**src/hdl/bca_pkg.sv**
```systemverilog
`default_nettype none

package bca_pkg;

   localparam int SAMPLE_W           = 12;
   localparam int OFFSET_W           = 13;
   localparam int WINDOW_LEN_DEFAULT = 32;
   localparam int CSR_DATA_W         = 32;
   localparam int CSR_ADDR_W         = 3;

   localparam logic [SAMPLE_W-1:0] CENTRE_RESET = 12'd2048;

   // Q1.11: 2048 stands for +1.0
   localparam logic signed [OFFSET_W-1:0] Q_ONE     = 13'sd2048;
   localparam logic signed [OFFSET_W-1:0] Q_NEG_ONE = -13'sd2048;

   // register index, taken from paddr[2]
   localparam logic CSR_IDX_CENTRE = 1'b0;

   typedef struct packed {
      logic take;      // item accepted this cycle
      logic wrapped;   // every ring entry has been written at least once
   } axis_ctrl_type;

   // mean minus centre, saturated to +/-1.0
   function automatic logic signed [OFFSET_W-1:0] centre_offset(
      input logic [SAMPLE_W-1:0] avg,
      input logic [SAMPLE_W-1:0] centre
   );
      logic signed [OFFSET_W-1:0] diff;
      diff = $signed({1'b0, avg}) - $signed({1'b0, centre});
      if (diff > Q_ONE) begin
         diff = Q_ONE;
      end else if (diff < Q_NEG_ONE) begin
         diff = Q_NEG_ONE;
      end
      return diff;
   endfunction

endpackage

`default_nettype wire

```
**src/hdl/dual_axis_boxcar_average_core.sv**
```systemverilog
// A result passes through the running-sum register and then the result register.
// Throughput: one item per cycle while the input is not stalled; the single write and
// single prefetch read per cycle on each axis ring set the pace.
// Reset is synchronous and active high; rings read as zero until filled once,
// sums and ring position clear, centre returns to 2048.
`default_nettype none

module dual_axis_boxcar_average_core #(
   parameter int WINDOW_LEN = bca_pkg::WINDOW_LEN_DEFAULT
) (
   input  wire logic                              clock,
   input  wire logic                              reset,
   // input item
   input  wire logic                              req_valid,
   output logic                                   req_stall,
   input  wire logic [bca_pkg::SAMPLE_W-1:0]      req_x_sample,
   input  wire logic [bca_pkg::SAMPLE_W-1:0]      req_y_sample,
   // result item
   output logic                                   rsp_valid,
   input  wire logic                              rsp_stall,
   output logic [bca_pkg::SAMPLE_W-1:0]           rsp_x_average,
   output logic [bca_pkg::SAMPLE_W-1:0]           rsp_y_average,
   output logic signed [bca_pkg::OFFSET_W-1:0]    rsp_x_offset,
   output logic signed [bca_pkg::OFFSET_W-1:0]    rsp_y_offset,
   // register port
   input  wire logic                              psel,
   input  wire logic                              penable,
   input  wire logic                              pwrite,
   input  wire logic [bca_pkg::CSR_ADDR_W-1:0]    paddr,
   input  wire logic [bca_pkg::CSR_DATA_W-1:0]    pwdata,
   output logic [bca_pkg::CSR_DATA_W-1:0]         prdata,
   output logic                                   pready
);
   import bca_pkg::*;

   localparam int PTR_W = (WINDOW_LEN > 1) ? $clog2(WINDOW_LEN) : 1;
   localparam logic [PTR_W-1:0] PTR_LAST = PTR_W'(WINDOW_LEN - 1);

   // ---------------------------------------------------------------------
   // Register port: centre value at index 0, everything else reads zero
   // ---------------------------------------------------------------------
   logic [SAMPLE_W-1:0] centre_ff;
   logic [SAMPLE_W-1:0] centre_in;
   logic                csr_write;

   assign pready    = 1'b1;
   assign csr_write = psel && penable && pwrite && pready;

   always_comb begin
      centre_in = centre_ff;
      if (csr_write && (paddr[2] == CSR_IDX_CENTRE)) begin
         centre_in = pwdata[SAMPLE_W-1:0];
      end
   end

   always_ff @(posedge clock) begin
      if (reset) begin
         centre_ff <= CENTRE_RESET;
      end else begin
         centre_ff <= centre_in;
      end
   end

   always_comb begin
      prdata = '0;
      if (paddr[2] == CSR_IDX_CENTRE) begin
         prdata = CSR_DATA_W'(centre_ff);
      end
   end

   // ---------------------------------------------------------------------
   // Flow control. Stage 1 is the running-sum register inside each axis;
   // stage 2 is the result register. Stall the input only when stage 1
   // holds an item that cannot move into a blocked result register.
   // ---------------------------------------------------------------------
   logic s1_valid_ff, s1_valid_in;
   logic out_valid_ff, out_valid_in;
   logic take;
   logic s1_move;
   logic out_blocked;

   assign out_blocked  = out_valid_ff && rsp_stall;
   assign s1_move      = s1_valid_ff && !out_blocked;
   assign req_stall    = s1_valid_ff && out_blocked;
   assign take         = req_valid && !req_stall;
   assign s1_valid_in  = take || (s1_valid_ff && !s1_move);
   assign out_valid_in = s1_move || out_blocked;

   always_ff @(posedge clock) begin
      if (reset) begin
         s1_valid_ff  <= 1'b0;
         out_valid_ff <= 1'b0;
      end else begin
         s1_valid_ff  <= s1_valid_in;
         out_valid_ff <= out_valid_in;
      end
   end

   // ---------------------------------------------------------------------
   // Shared ring position. The wrapped flag marks the first full lap, after
   // which every entry holds a real sample; before that the entry about to
   // be replaced has never been written and counts as zero.
   // ---------------------------------------------------------------------
   logic [PTR_W-1:0] ptr_ff, ptr_in, ptr_next;
   logic             wrapped_ff, wrapped_in;
   logic [PTR_W-1:0] rd_ptr;
   axis_ctrl_type    axis_ctrl;

   assign ptr_next   = (ptr_ff == PTR_LAST) ? '0 : ptr_ff + PTR_W'(1);
   assign ptr_in     = take ? ptr_next : ptr_ff;
   assign wrapped_in = wrapped_ff || (take && (ptr_ff == PTR_LAST));
   // prefetch the entry the following item will replace
   assign rd_ptr     = take ? ptr_next : ptr_ff;

   always_ff @(posedge clock) begin
      if (reset) begin
         ptr_ff     <= '0;
         wrapped_ff <= 1'b0;
      end else begin
         ptr_ff     <= ptr_in;
         wrapped_ff <= wrapped_in;
      end
   end

   assign axis_ctrl.take    = take;
   assign axis_ctrl.wrapped = wrapped_ff;

   // ---------------------------------------------------------------------
   // Per-axis ring, running sum and mean
   // ---------------------------------------------------------------------
   logic [SAMPLE_W-1:0] x_mean, y_mean;

   bca_axis #(
      .WINDOW_LEN (WINDOW_LEN),
      .PTR_W      (PTR_W)
   ) u_x_axis (
      .clock   (clock),
      .reset   (reset),
      .ctrl    (axis_ctrl),
      .wr_ptr  (ptr_ff),
      .rd_ptr  (rd_ptr),
      .sample  (req_x_sample),
      .average (x_mean)
   );

   bca_axis #(
      .WINDOW_LEN (WINDOW_LEN),
      .PTR_W      (PTR_W)
   ) u_y_axis (
      .clock   (clock),
      .reset   (reset),
      .ctrl    (axis_ctrl),
      .wr_ptr  (ptr_ff),
      .rd_ptr  (rd_ptr),
      .sample  (req_y_sample),
      .average (y_mean)
   );

   // ---------------------------------------------------------------------
   // Result register: load the means and their centred offsets
   // ---------------------------------------------------------------------
   logic [SAMPLE_W-1:0]        x_avg_ff, y_avg_ff;
   logic signed [OFFSET_W-1:0] x_off_ff, y_off_ff;

   always_ff @(posedge clock) begin
      if (s1_move) begin
         x_avg_ff <= x_mean;
         y_avg_ff <= y_mean;
         x_off_ff <= centre_offset(x_mean, centre_ff);
         y_off_ff <= centre_offset(y_mean, centre_ff);
      end
   end

   assign rsp_valid     = out_valid_ff;
   assign rsp_x_average = x_avg_ff;
   assign rsp_y_average = y_avg_ff;
   assign rsp_x_offset  = x_off_ff;
   assign rsp_y_offset  = y_off_ff;

endmodule

`default_nettype wire

```
**src/hdl/bca_axis.sv**
```systemverilog
`default_nettype none

module bca_axis #(
   parameter int WINDOW_LEN = bca_pkg::WINDOW_LEN_DEFAULT,
   parameter int PTR_W      = (WINDOW_LEN > 1) ? $clog2(WINDOW_LEN) : 1
) (
   input  wire logic                          clock,
   input  wire logic                          reset,
   input  wire bca_pkg::axis_ctrl_type        ctrl,
   input  wire logic [PTR_W-1:0]              wr_ptr,
   input  wire logic [PTR_W-1:0]              rd_ptr,
   input  wire logic [bca_pkg::SAMPLE_W-1:0]  sample,
   output logic      [bca_pkg::SAMPLE_W-1:0]  average
);
   import bca_pkg::*;

   localparam int  SUM_W     = SAMPLE_W + PTR_W;
   localparam bit  POW2      = (WINDOW_LEN & (WINDOW_LEN - 1)) == 0;
   localparam int  DIV_SHIFT = SUM_W + PTR_W;
   localparam int  RECIP_W   = SUM_W + 1;
   localparam longint unsigned RECIP = ((64'd1 << DIV_SHIFT) / WINDOW_LEN) + 64'd1;

   logic [SAMPLE_W-1:0] ring_mem [WINDOW_LEN];
   logic [SAMPLE_W-1:0] old_ff;
   logic [SAMPLE_W-1:0] old_sample;
   logic [SUM_W-1:0]    sum_ff;
   logic [SUM_W-1:0]    sum_in;

   // write the new sample, prefetch the entry the next item will replace
   always_ff @(posedge clock) begin
      if (ctrl.take) begin
         ring_mem[wr_ptr] <= sample;
      end
      old_ff <= ring_mem[rd_ptr];
   end

   // entries not yet written count as zero
   assign old_sample = ctrl.wrapped ? old_ff : '0;

   always_comb begin
      sum_in = sum_ff;
      if (ctrl.take) begin
         sum_in = sum_ff - SUM_W'(old_sample) + SUM_W'(sample);
      end
   end

   always_ff @(posedge clock) begin
      if (reset) begin
         sum_ff <= '0;
      end else begin
         sum_ff <= sum_in;
      end
   end

   generate
      if (POW2) begin : g_shift
         assign average = sum_ff[PTR_W +: SAMPLE_W];
      end else begin : g_recip
         // exact floor division by multiply with a rounded-up reciprocal
         logic [SUM_W+RECIP_W-1:0] product;
         assign product = (SUM_W+RECIP_W)'(sum_ff) * (SUM_W+RECIP_W)'(RECIP_W'(RECIP));
         assign average = product[DIV_SHIFT +: SAMPLE_W];
      end
   endgenerate

endmodule

`default_nettype wire

```
**config.mk**
```make
export PLATFORM = sky130hd
export DESIGN_NAME = dual_axis_boxcar_average_core
export DESIGN_NICKNAME = d
export VERILOG_FILES = /design/src/hdl/bca_pkg.sv /design/src/hdl/dual_axis_boxcar_average_core.sv /design/src/hdl/bca_axis.sv
export SDC_FILE = /design/constraint.sdc
export NUM_CORES = 1
export LEC_CHECK = 0
export BUFFER_PORTS_ARGS = -buffer_cell sky130_fd_sc_hd__buf_4
export CORE_MARGIN = 2
export CORE_UTILIZATION = 39
export CTS_BUF_LIST = sky130_fd_sc_hd__clkbuf_8
export CTS_CLUSTER_SIZE = 16
export DETAILED_ROUTE_END_ITERATION = 7
export HOLD_SLACK_MARGIN = 0.03
export PLACE_DENSITY_LB_ADDON = 0.15
export REMOVE_ABC_BUFFERS = 1
export SYNTH_ARGS = -nofsm -noshare
export SYNTH_HDL_FRONTEND = slang
export SYNTH_SLANG_ARGS = --single-unit
```
**constraint.sdc**
```tcl
create_clock -name clock -period 9.48 [get_ports clock]
set_input_delay 1.896 -clock clock [delete_from_list [all_inputs] [get_ports clock]]
set_output_delay 1.896 -clock clock [all_outputs]
set_load 0.03 [all_outputs]
```
======== Yosys cells after proc, flatten, opt, wreduce, memory -nomap -nowiden ========
Memory sizes are Yosys's and may differ from the RTL's. A register that Yosys moved wholly into a read port is not among the register bits.
Index checks and enable logic that the tools add are counted.
word-level totals
  word-level logic and storage cells ...... 54
  memories ................................ 2
  register bits ........................... 104
  memory bits (writable) .................. 768
  output and inout bits ................... 85
operators by class
  add/sub/neg operators ................... 7
  reductions and logical operators ........ 17
  order comparisons ....................... 4
  muxes and demuxes ....................... 9
  bitwise gates (word level) .............. 1
  eq/ne operators ......................... 1
memory list
  name               depth  bits a word  rd ports  clocked after Yosys merged registers in  write ports  line            RTL
  u_x_axis.ring_mem  32     12           1         1                                        1            bca_axis.sv:23  logic [SAMPLE_W-1:0] ring_mem [WINDOW_LEN];
  u_y_axis.ring_mem  32     12           1         1                                        1            bca_axis.sv:23
operators with widths
  operator              count
  $mux 12               3
  $add 17x12->17        2
  $sub 17x12->17        2
  $gt 13x13->1 const B  2
  $lt 13x12->1 const B  2
  $mux 13               2
  $sub 12x12->13        2
  $mux 5                2
  $logic_and 1x1->1     9
  $add 5x1->5 const B   1
  $eq 5x5->1 const B    1
  $reduce_or 2->1       2
  $logic_not 1->1       3
  $logic_or 1x1->1      3
  $mux 1                2
  $not 1->1             1

======== Logic depth before layout (Yosys ltp) ========
Gate-level depths: netlist of the first run.
  depth after elaboration ................. 6
  gate-level depth with buffers ........... 15

======== By module ========
From an unflattened synthesis of the first run, not the netlist that was laid out.
unflattened totals
  cells, all modules ...................... 2110
  area, all modules ....................... 37878.8 um2
modules (own cells, without submodules)
  module                         cells an instance  area each (um2)  instances
  bca_axis                       866                16976.3          2
  dual_axis_boxcar_average_core  378                3926.3           1

======== Worst setup path before layout of the first run ========
OpenSTA, ideal clock, no wires.
  path type ............................... input port to flip-flop
  start ................................... input rsp_stall
  end ..................................... register x_avg_ff[0], in the netlist rsp_x_average[0], enable pin
  data arrival time ....................... 5.537 ns
  slack ................................... 3.410 ns
  cell stages on the path ................. 1
  data required time ...................... 8.946 ns
  cell sequence ........................... a21boi_0
on the way
  longest elaborated chain between the ends .. 3
ends and longest elaborated chain
  what                  line                                  RTL
  from (decl)           dual_axis_boxcar_average_core.sv:20   input wire logic rsp_stall,
  $logic_and 1x1->1     dual_axis_boxcar_average_core.sv:82   assign out_blocked = out_valid_ff && rsp_stall;
  $logic_not 1->1       dual_axis_boxcar_average_core.sv:83   assign s1_move = s1_valid_ff && !out_blocked;
  $logic_and 1x1->1     dual_axis_boxcar_average_core.sv:83
  to (signal assigned)  dual_axis_boxcar_average_core.sv:167  x_avg_ff <= x_mean;
  to (decl)             dual_axis_boxcar_average_core.sv:162  logic [SAMPLE_W-1:0] x_avg_ff, y_avg_ff;
No other way between the ends.
A chain may end at the register's enable or synchronous reset.

======== Worst setup path after layout of the first run ========
  start ................................... input rsp_stall
  end ..................................... register u_x_axis.old_ff[7] (read register of u_x_axis.ring_mem)
on the way
  longest elaborated chain between the ends .. 5
ends and longest elaborated chain
  what               line                                  RTL
  $logic_and 1x1->1  dual_axis_boxcar_average_core.sv:82
  $logic_and 1x1->1  dual_axis_boxcar_average_core.sv:84   assign req_stall = s1_valid_ff && out_blocked;
  $logic_not 1->1    dual_axis_boxcar_average_core.sv:85   assign take = req_valid && !req_stall;
  $logic_and 1x1->1  dual_axis_boxcar_average_core.sv:85
  $mux 5             dual_axis_boxcar_average_core.sv:113  assign rd_ptr = take ? ptr_next : ptr_ff;
  to (decl)          bca_axis.sv:24                        logic [SAMPLE_W-1:0] old_ff;
No other way between the ends.

==> parameters.txt, run 1 <==
Parameter                              Value

Layout
  Post-route core utilization    44.9%
  Layout cells sized above 1    16.6%
  Synth-to-layout area growth    14.0%
  Number of nets at the end of the flow    2970

Floorplanning
  Number of cell rows    113
  Initial Utilization    approximately two fifths
  Die X-Extent    ~310 um
  Ports placed on the boundary    151
  Die area    roughly 99000 um2
  CORE AREA    95300 um2
  Height of the die    314 um

STA
  Final number of setup-violating endpoints    0
  Min cycle time layout    between 5 and 6 ns
  Final hold slack    0.457 ns
  Worst-case headroom to the max-slew limit    around 15%
  Post-route clock skew    0.0380 ns
  Number of failing hold endpoints at the final stage    0
  Setup repair after global routing missed its margin    no
  Highest attainable clock frequency    0.184 GHz
  Slew at the pin closest to its max-slew limit    between 1 and 1.5 ns
  Final worst-path cycle share    57.2%
  Final slew viol count    0

Synth
  Main synth FF type    edfxtp_1
  Synthesized area per cell    14.1 um2
  Count of warnings emitted by yosys    0
  Gate count after technology mapping    about 2.7k
  Number of register bits inferred by synthesis    between 800 and 900
  Largest cells by area after synthesis    edfxtp_1 65%, mux4_2 5.8%, nand2_1 5.1%, dfxtp_1 4.2%, ha_1 2.1%
  Cell accounting for the most synthesized area    edfxtp_1
  Number of distinct library cells after synthesis    65
  Share of flip-flops with an asynchronous set or reset    0%
  Count of flip-flops with a built-in enable after synthesis    818
  Total standard cell area after synthesis    37600 um2
  Most instantiated library cell after synthesis    edfxtp_1
  Area share of the largest cell type after synthesis    roughly two thirds
  Most frequent cells after synthesis    818 x edfxtp_1, 506 x nand2_1, 132 x inv_1
  Sequential element share of the synthesized area    69.5%

Clock tree
  Clock net sink count    896
  TritonCTS clock tree    done
  Worst skew pair latency    0.81 ns
  Number of buffers inserted during clock tree synthesis    154
  Quantity of hold-fixing buffers added after cts    0
  Clock tree buffer depth    3
  Clock transition time at the flip-flop clock pins of the worst setup and hold paths    0.06 ns
  Total setup buffers inserted after CTS    0
  Cell at the root of the clock tree    clkbuf_8
  Deepest level of the CTS H-tree    4
  Quantity of gates resized following cts    0

Run
  MaxCap Viol Count    0

Setup path
  Endpoint required time on the critical path    10.15 ns
  Series of cell instances along the critical path    buf_4 -> nand3_2 -> and2_2 -> buf_4 -> a21o_4 -> buf_12 -> mux4_2 -> a22oi_1 -> nand2_1 -> or4_1
  Most used cell, CP    buf_4
  Worst setup EP type    register
  Worst-path fanout max    136
  Critical Path Start Type    primary input
  Family with the most delay on the worst path    buffers and inverters
  Stage delay of the slowest cell on the critical path    ~0.70 ns
  Buffers plus inverters on the worst setup path    3
  Crit path arrival time    6.09 ns
  Critical path class    primary input to register
  Critical Path Slowest Stage Cell    a21o_4

Pwr
  Power per standard cell area    232 nW/um2
  Leakage power figure    14.9 nW
  Maximum VDD drop    129 uV

Drt
  Number of DRC markers after the initial detailed-route iteration    1669
  Post-detailed-routing wire length    97800 um
  Ratio of routed vias to standard cells    5.38
  Drt first pass iters    8
  Drc violations    0
  Post-route antenna net violation count    0
  Detailed-route via count    22.6k
  Average wire per cell in the routed design    23.2 um

Global routing
  Pin count of the biggest net entering global routing    193
  Global-route usage over all layers    19.9%
  Most used routing layer in global routing    met2
  GR met1 Demand/Resource    26.8%
  Number of global-route vias before repair    about 23k
  Number of antenna violations at the first check in global routing    7
  Wire length of the first global-routing pass    about 150000 um
  Met3 GRT Util    approximately 3.7%
  Global-route met2 utilization    32.5%
  GRT Residual Overflow    0

Placed design
  DP HPWL    53500 um
  IO buf count    between 100 and 150
  GP Congestion    0.811

Status
  Result of the run    completed

Min path
  Type of the most critical hold path    register to register
through the flow:
stage	area [um2]	setup TNS [ns]	std cells	setup slack [ns]	power, mW
3_3_place_gp	39900	0	3924	3.30	6.69
3_5_place_dp	39900	0	3924	3.28	6.73
5_1_grt	42800	0	4207	3.89	10.4
4_1_cts	42800	0	4203	4.14	10.0
2_1_floorplan	36900	-34.31	2520	-1.45	6.21
6_report	42800	0	4210	4.06	9.91
cell type report:
type	count	area, um2
antenna	7	17.5
multi-input combinational	1492	10600
clock buffer	168	2310
inverter	132	495
fill	8549	52500
clock inverter	111	589
timing repair buffer	139	1090
tap	1265	1580
sequential	896	26100
worst register-to-register path, stage by stage (launching register included):
cell     delay (ns)
dfxtp_1        0.37
ha_1           0.30
and3_1         0.21
ha_1           0.33
nor2_1         0.30
a21o_4         0.66
buf_12         0.61
mux4_2         0.88
a22oi_1        0.22
nand2_1        0.26
or4_1          0.60
cells in the final DEF (no fill, tap or decap), types with 24 or more instances in the layout:
cell	count
edfxtp_1	818
nand2_1	505
inv_1	203
clkbuf_8	168
buf_4	135
nand3_1	114
mux4_2	96
a21oi_1	93
dfxtp_1	78
ha_1	63
nor2_1	59
and3_1	56
nand4_1	52
a311oi_1	51
a22oi_1	48
xnor2_1	29
nor2_4	28
and2_1	26
fa_1	26
or4_1	24
metal layers:
layer  part of all wire, %  wire length, um  up-vias
li1                      -                -    10200
met1                    43            42300    11400
met2                    48            46500      776
met3                   6.3             6150      206
met4                   2.9             2860        8
met5                 0.053               52        -
state kept, by name, summed over array words and instances (netlist names):
register,cells
u_y_axis.sum_ff,17
rsp_valid,1
rsp_y_offset,13
u_y_axis.ring_mem,384
u_x_axis.ring_mem,384
centre_ff,12
rsp_x_average,12
u_y_axis.old_ff,12
rsp_y_average,12
u_x_axis.old_ff,12
ptr_ff,5
wrapped_ff,1
rsp_x_offset,13
u_x_axis.sum_ff,17
s1_valid_ff,1
power breakdown:
part | internal (mW) | switching (mW) | total (mW)
clock network | 1.70 | 1.57 | 3.26
registers | 4.50 | 0.0947 | 4.60
logic | 0.818 | 1.24 | 2.05
total | 7.02 | 2.90 | 9.91
kinds of logic (layout without fill, tap and decap cells):
kind of cell	count (synthesis)	after routing	synth area share, %
flip-flops	896	896	69.5
adder cells (fa/ha/maj)	89	89	3.48
AND/OR/NAND/NOR	946	946	11.5
multiplexers	100	100	5.86
AO/OA/AOI/OAI	293	293	5.31
buffers and inverters	286	550	3.27
XOR/XNOR	43	43	1.00
other	2	28	0.0200
worst paths after layout:
check	startpoint	to	slack, ns	depth (start not counted)
setup reg to reg	ptr_ff[0]	u_x_axis.old_ff[7]	4.59	10
hold / removal	u_y_axis.sum_ff[4]	u_y_axis.sum_ff[4]	0.46	2
hold reg to reg	u_y_axis.sum_ff[4]	u_y_axis.sum_ff[4]	0.46	2
setup / recovery	rsp_stall	u_x_axis.old_ff[7]	4.06	10
Note: power is estimated with default switching activity, not from simulation.
==> run 2: changes to the inputs <==
--- a/config.mk
+++ b/config.mk
@@ -5,6 +5,7 @@
 export SDC_FILE = /design/constraint.sdc
 export NUM_CORES = 1
 export LEC_CHECK = 0
+export ABC_AREA = 1
 export BUFFER_PORTS_ARGS = -buffer_cell sky130_fd_sc_hd__buf_4
 export CORE_MARGIN = 2
 export CORE_UTILIZATION = 39
==> constraint.sdc (replaced) <==
create_clock -name clock -period 5.1 [get_ports clock]
set_input_delay 1.02 -clock clock [delete_from_list [all_inputs] [get_ports clock]]
set_output_delay 1.02 -clock clock [all_outputs]
set_load 0.03 [all_outputs]
==> run 2 against run 1 <==
Compared with the run above: cell count grew 33%; non-clock buffer count increased by 43; clock skew rose by 0.012 ns; final area is 8.1% higher; count of clock-buffer cells in the layout is 1 higher; total power rose by 80%; area after synthesis increased by 8.3%; worst hold slack got worse by 0.032 ns; largest cell class unchanged; global-route usage grew 1.4 points; combinational power grew 60%; first-iteration DRC count is 22% higher; clock power increased by 90%.
==> parameters.txt, run 2 <==
Parameter                              Value

Status
  Result of the run    completed

Synth
  Sequential element share of the synthesized area    64.2% (-5.4 points)
  Cell accounting for the most synthesized area    edfxtp_1
  Count of flip-flops with a built-in enable after synthesis    818 (unchanged)
  Share of flip-flops with an asynchronous set or reset    0% (unchanged)
  Post-synthesis compound-gate area fraction    5.17% (-0.14 points)
  Number of distinct library cells after synthesis    43 (-34%)
  Post-synthesis mux area share    0% (-5.9 points)
  Main synth FF type    edfxtp_1
  Synthesized area per cell    10.3 um2 (-27%)
  Total standard cell area after synthesis    40700 um2 (+8.3%)
  Number of register bits inferred by synthesis    896 (unchanged)
  Simple-gate portion of the synthesized area    18.7% (+7.2 points)
  Area share of the largest cell type after synthesis    60.4% (-5.0 points)
  Xor and xnor area share after synthesis    0.495% (-0.51 points)
  Largest cells by area after synthesis    edfxtp_1 60%, nand2_1 11%, nand3_1 5.8%, inv_1 5.5%, dfxtp_1 3.8%
  Most frequent cells after synthesis    1159 x nand2_1, 818 x edfxtp_1, 596 x inv_1
  Main combinational cell family by area after synthesis    simple AND/OR/NAND/NOR gates
  Adder and majority cell fraction of the synthesized area    3.22% (-0.27 points)
  Most instantiated library cell after synthesis    nand2_1
  Count of warnings emitted by yosys    0 (unchanged)
  Gate count after technology mapping    3954 (+49%)

Global routing
  Global-route usage over all layers    21.3% (+1.4 points)
  Pin count of the biggest net entering global routing    196 (+1.6%)
  Number of global-route vias before repair    26.2k (+13%)
  Wire length of the first global-routing pass    169000 um (+16%)
  GRT Residual Overflow    0 (unchanged)
  Number of antenna violations at the first check in global routing    1 (-6)

Layout
  Highest-count cells in the layout ignoring fill and taps    1159 x nand2_1, 818 x edfxtp_1, 655 x inv_1, 468 x nand3_1, 169 x clkbuf_8
  Most common cell after layout, fill and taps aside    nand2_1
  Number of nets at the end of the flow    4266 (+44%)
  Layout cells sized above 1    11.3% (-5.3 points)
  Synth-to-layout area growth    13.7%
  Post-layout instance count excluding filler cells    5615 (+33%)
  Post-route core utilization    44.7% (-0.21 points)
  Filler Cells Inserted    9797 (+15%)
  Registers with the most flip-flops    u_x_axis.ring_mem: 384 flops, u_y_axis.ring_mem: 384 flops

STA
  Slew at the pin closest to its max-slew limit    0.993 ns (-0.281 ns)
  Post-route clock skew    0.0503 ns (+0.0123 ns)
  Setup repair after global routing missed its margin    no
  Highest attainable clock frequency    0.271 GHz
  Worst-case headroom to the max-slew limit    33.7% (+19 points)
  Min cycle time layout    3.69 ns
  Number of failing hold endpoints at the final stage    0 (unchanged)
  Setup ws final    1.41 ns (-2.64 ns)
  Final number of setup-violating endpoints    0 (unchanged)
  Final worst-path cycle share    72.3%
  Final slew viol count    0 (unchanged)

Floorplanning
  Ports placed on the boundary    151 (unchanged)
  Die area    107000 um2 (+8.2%)
  Number of cell rows    118 (+4.4%)
  Height of the die    327 um (+4.0%)
  CORE AREA    103000 um2 (+8.6%)
  Initial Utilization    39.3% (-0.096 points)
  Die X-Extent    327 um (+4.0%)

Clock tree
  Cell at the root of the clock tree    clkbuf_8
  Number of buffers inserted during clock tree synthesis    157 (+1.9%)
  Total setup buffers inserted after CTS    0 (unchanged)
  Quantity of gates resized following cts    0 (unchanged)
  Clock tree buffer depth    3 (unchanged)
  Clock net sink count    896 (unchanged)
  Deepest level of the CTS H-tree    4 (unchanged)
  Worst skew pair latency    0.84 ns (+0.03 ns)
  Clock transition time at the flip-flop clock pins of the worst setup and hold paths    0.06 ns (about the same)
  TritonCTS clock tree    done
  Quantity of hold-fixing buffers added after cts    0 (unchanged)

Pwr
  P_int    12.5 mW (+78%)
  Power Total    17.9 mW (+80%)
  Comb power frac    18.4% (-2.3 points)
  Switch Pwr    5.33 mW (+84%)
  Switch share    29.9% (+0.64 points)
  Clock Power Share    34.6% (+1.7 points)
  Power per standard cell area    386 nW/um2 (+67%)
  Maximum VDD drop    228 uV (+77%)
  Leakage power figure    19.5 nW (+31%)
  Sequential power share    47.0% (+0.6 points)

Drt
  Drc violations    0 (unchanged)
  Detailed-route via count    27.6k (+22%)
  Number of DRC markers after the initial detailed-route iteration    2028 (+22%)
  Ratio of routed vias to standard cells    4.92 (-8.5%)
  Post-route antenna net violation count    0 (unchanged)
  Drt first pass iters    5 (-3)
  Post-detailed-routing wire length    114000 um (+17%)
  Average wire per cell in the routed design    20.3 um (-13%)

Placed design
  GP Congestion    0.851 (+4.9%)
  IO buf count    107 (unchanged)
  Placed cell count    5332 (+36%)
  DP HPWL    64500 um (+21%)
  Worst slack, placed    1.17 ns (-2.11 ns)

Min path
  Type of the most critical hold path    register to register

Setup path
  Endpoint required time on the critical path    5.81 ns (-4.34 ns)
  Series of cell instances along the critical path    buf_4 -> nand2_1 -> inv_1 -> fa_1 -> inv_1 -> ha_1 -> a21oi_1 -> nand2_1 -> a21oi_1 -> o21ai_0 -> nand3_1 -> a21oi_1 -> o21ai_0 -> inv_1
  Worst-path fanout max    15 (-89%)
  Critical path class    register to register
  Critical Path Slowest Stage Cell    dfxtp_1
  Worst-case register-to-register setup slack    1.41 ns (-3.18 ns)
  Critical Path Start Type    register
  Worst setup EP type    register
  Stage delay of the slowest cell on the critical path    0.84 ns (+0.14 ns)
  Crit path arrival time    4.40 ns (-1.69 ns)

Run
  MaxCap Viol Count    0 (unchanged)
==> run 2: cell count changes after synthesis, moves of 43 or more <==
cell,before,now
a22oi_1,48,2
inv_1,132,596
nand2_1,506,1159
mux4_2,96,0
and3_1,58,1
o211ai_1,5,146
nand4_1,52,9
nand3_1,114,468
clkbuf_1,96,37
buf_2,14,117
a311oi_1,51,0
==> run 2: cell type report <==
class	count	area [um2]	area share, %
Multi-Input combinational cell	2273	11600	25.0
Tap cell	1380	1730	3.73
Sequential cell	896	26100	56.5
Timing Repair Buffer	182	1670	3.60
Antenna cell	3	7.51	0.0162
Inverter	601	2270	4.91
Clock buffer	169	2330	5.03
Clock inverter	111	592	1.28
==> run 2: per-stage QoR <==
step                      instance area (um2)  hold slack (ns)  TNS (ns)
after global routing                    46300            0.391         0
after global placement                  43300            0.409         0
after detailed placement                43300            0.417         0
final                                   46300            0.425         0
after floorplan                         39700            0.408   -207.47
after CTS                               46300            0.348         0
==> run 2: power groups by stage <==
| stage | registers [mW] | logic, mW | clock network, mW |
|---|---|---|---|
| 4_1_cts | 8.39 | 3.29 | 6.35 |
| 2_1_floorplan | 8.61 | 2.27 | 0 |
| 3_3_place_gp | 8.54 | 3.25 | 0 |
| 6_report | 8.39 | 3.28 | 6.18 |
| 3_5_place_dp | 8.54 | 3.27 | 0 |
| 5_1_grt | 8.40 | 3.72 | 6.66 |
==> run 2: worst paths after layout <==
| check | from | end | depth (start not counted) |
|---|---|---|---|
| setup reg to reg | wrapped_ff | u_y_axis.sum_ff[15] | 14 |
| setup / recovery | wrapped_ff | u_y_axis.sum_ff[15] | 14 |
| hold reg to reg | u_y_axis.sum_ff[5] | rsp_y_average[0] | 0 |
| hold / removal | u_y_axis.sum_ff[5] | rsp_y_average[0] | 0 |
==> run 2: critical path: cells and delay by family (launching register included) <==
| kind | cells | cell delay, ns |
|---|---|---|
| AOI/OAI and AO/OA | 5 | 1.18 |
| DFF | 1 | 0.84 |
| adders and majority gates | 2 | 0.68 |
| buffers and inverters | 4 | 0.52 |
| and+or+nand+nor | 3 | 0.37 |
==> run 2: cell families (layout without fill, tap and decap cells) <==
group | Yosys count | count (layout)
buffers and inverters | 804 | 1063
XOR/XNOR | 23 | 23
other | 2 | 24
adder cells (fa/ha/maj) | 89 | 89
AND/OR/NAND/NOR | 1809 | 1809
AO/OA/AOI/OAI | 331 | 331
flip-flops | 896 | 896
==> run 2: metal layers <==
metal / track usage [%] / share of wire [%] / vias to the layer above
met5: 0 / 0 / -
met4: 6.43 / 2.1 / 0
met3: 3.11 / 4.8 / 172
met2: 34.9 / 47 / 724
met1: 29.3 / 46 / 13300
li1: - / - / 13400
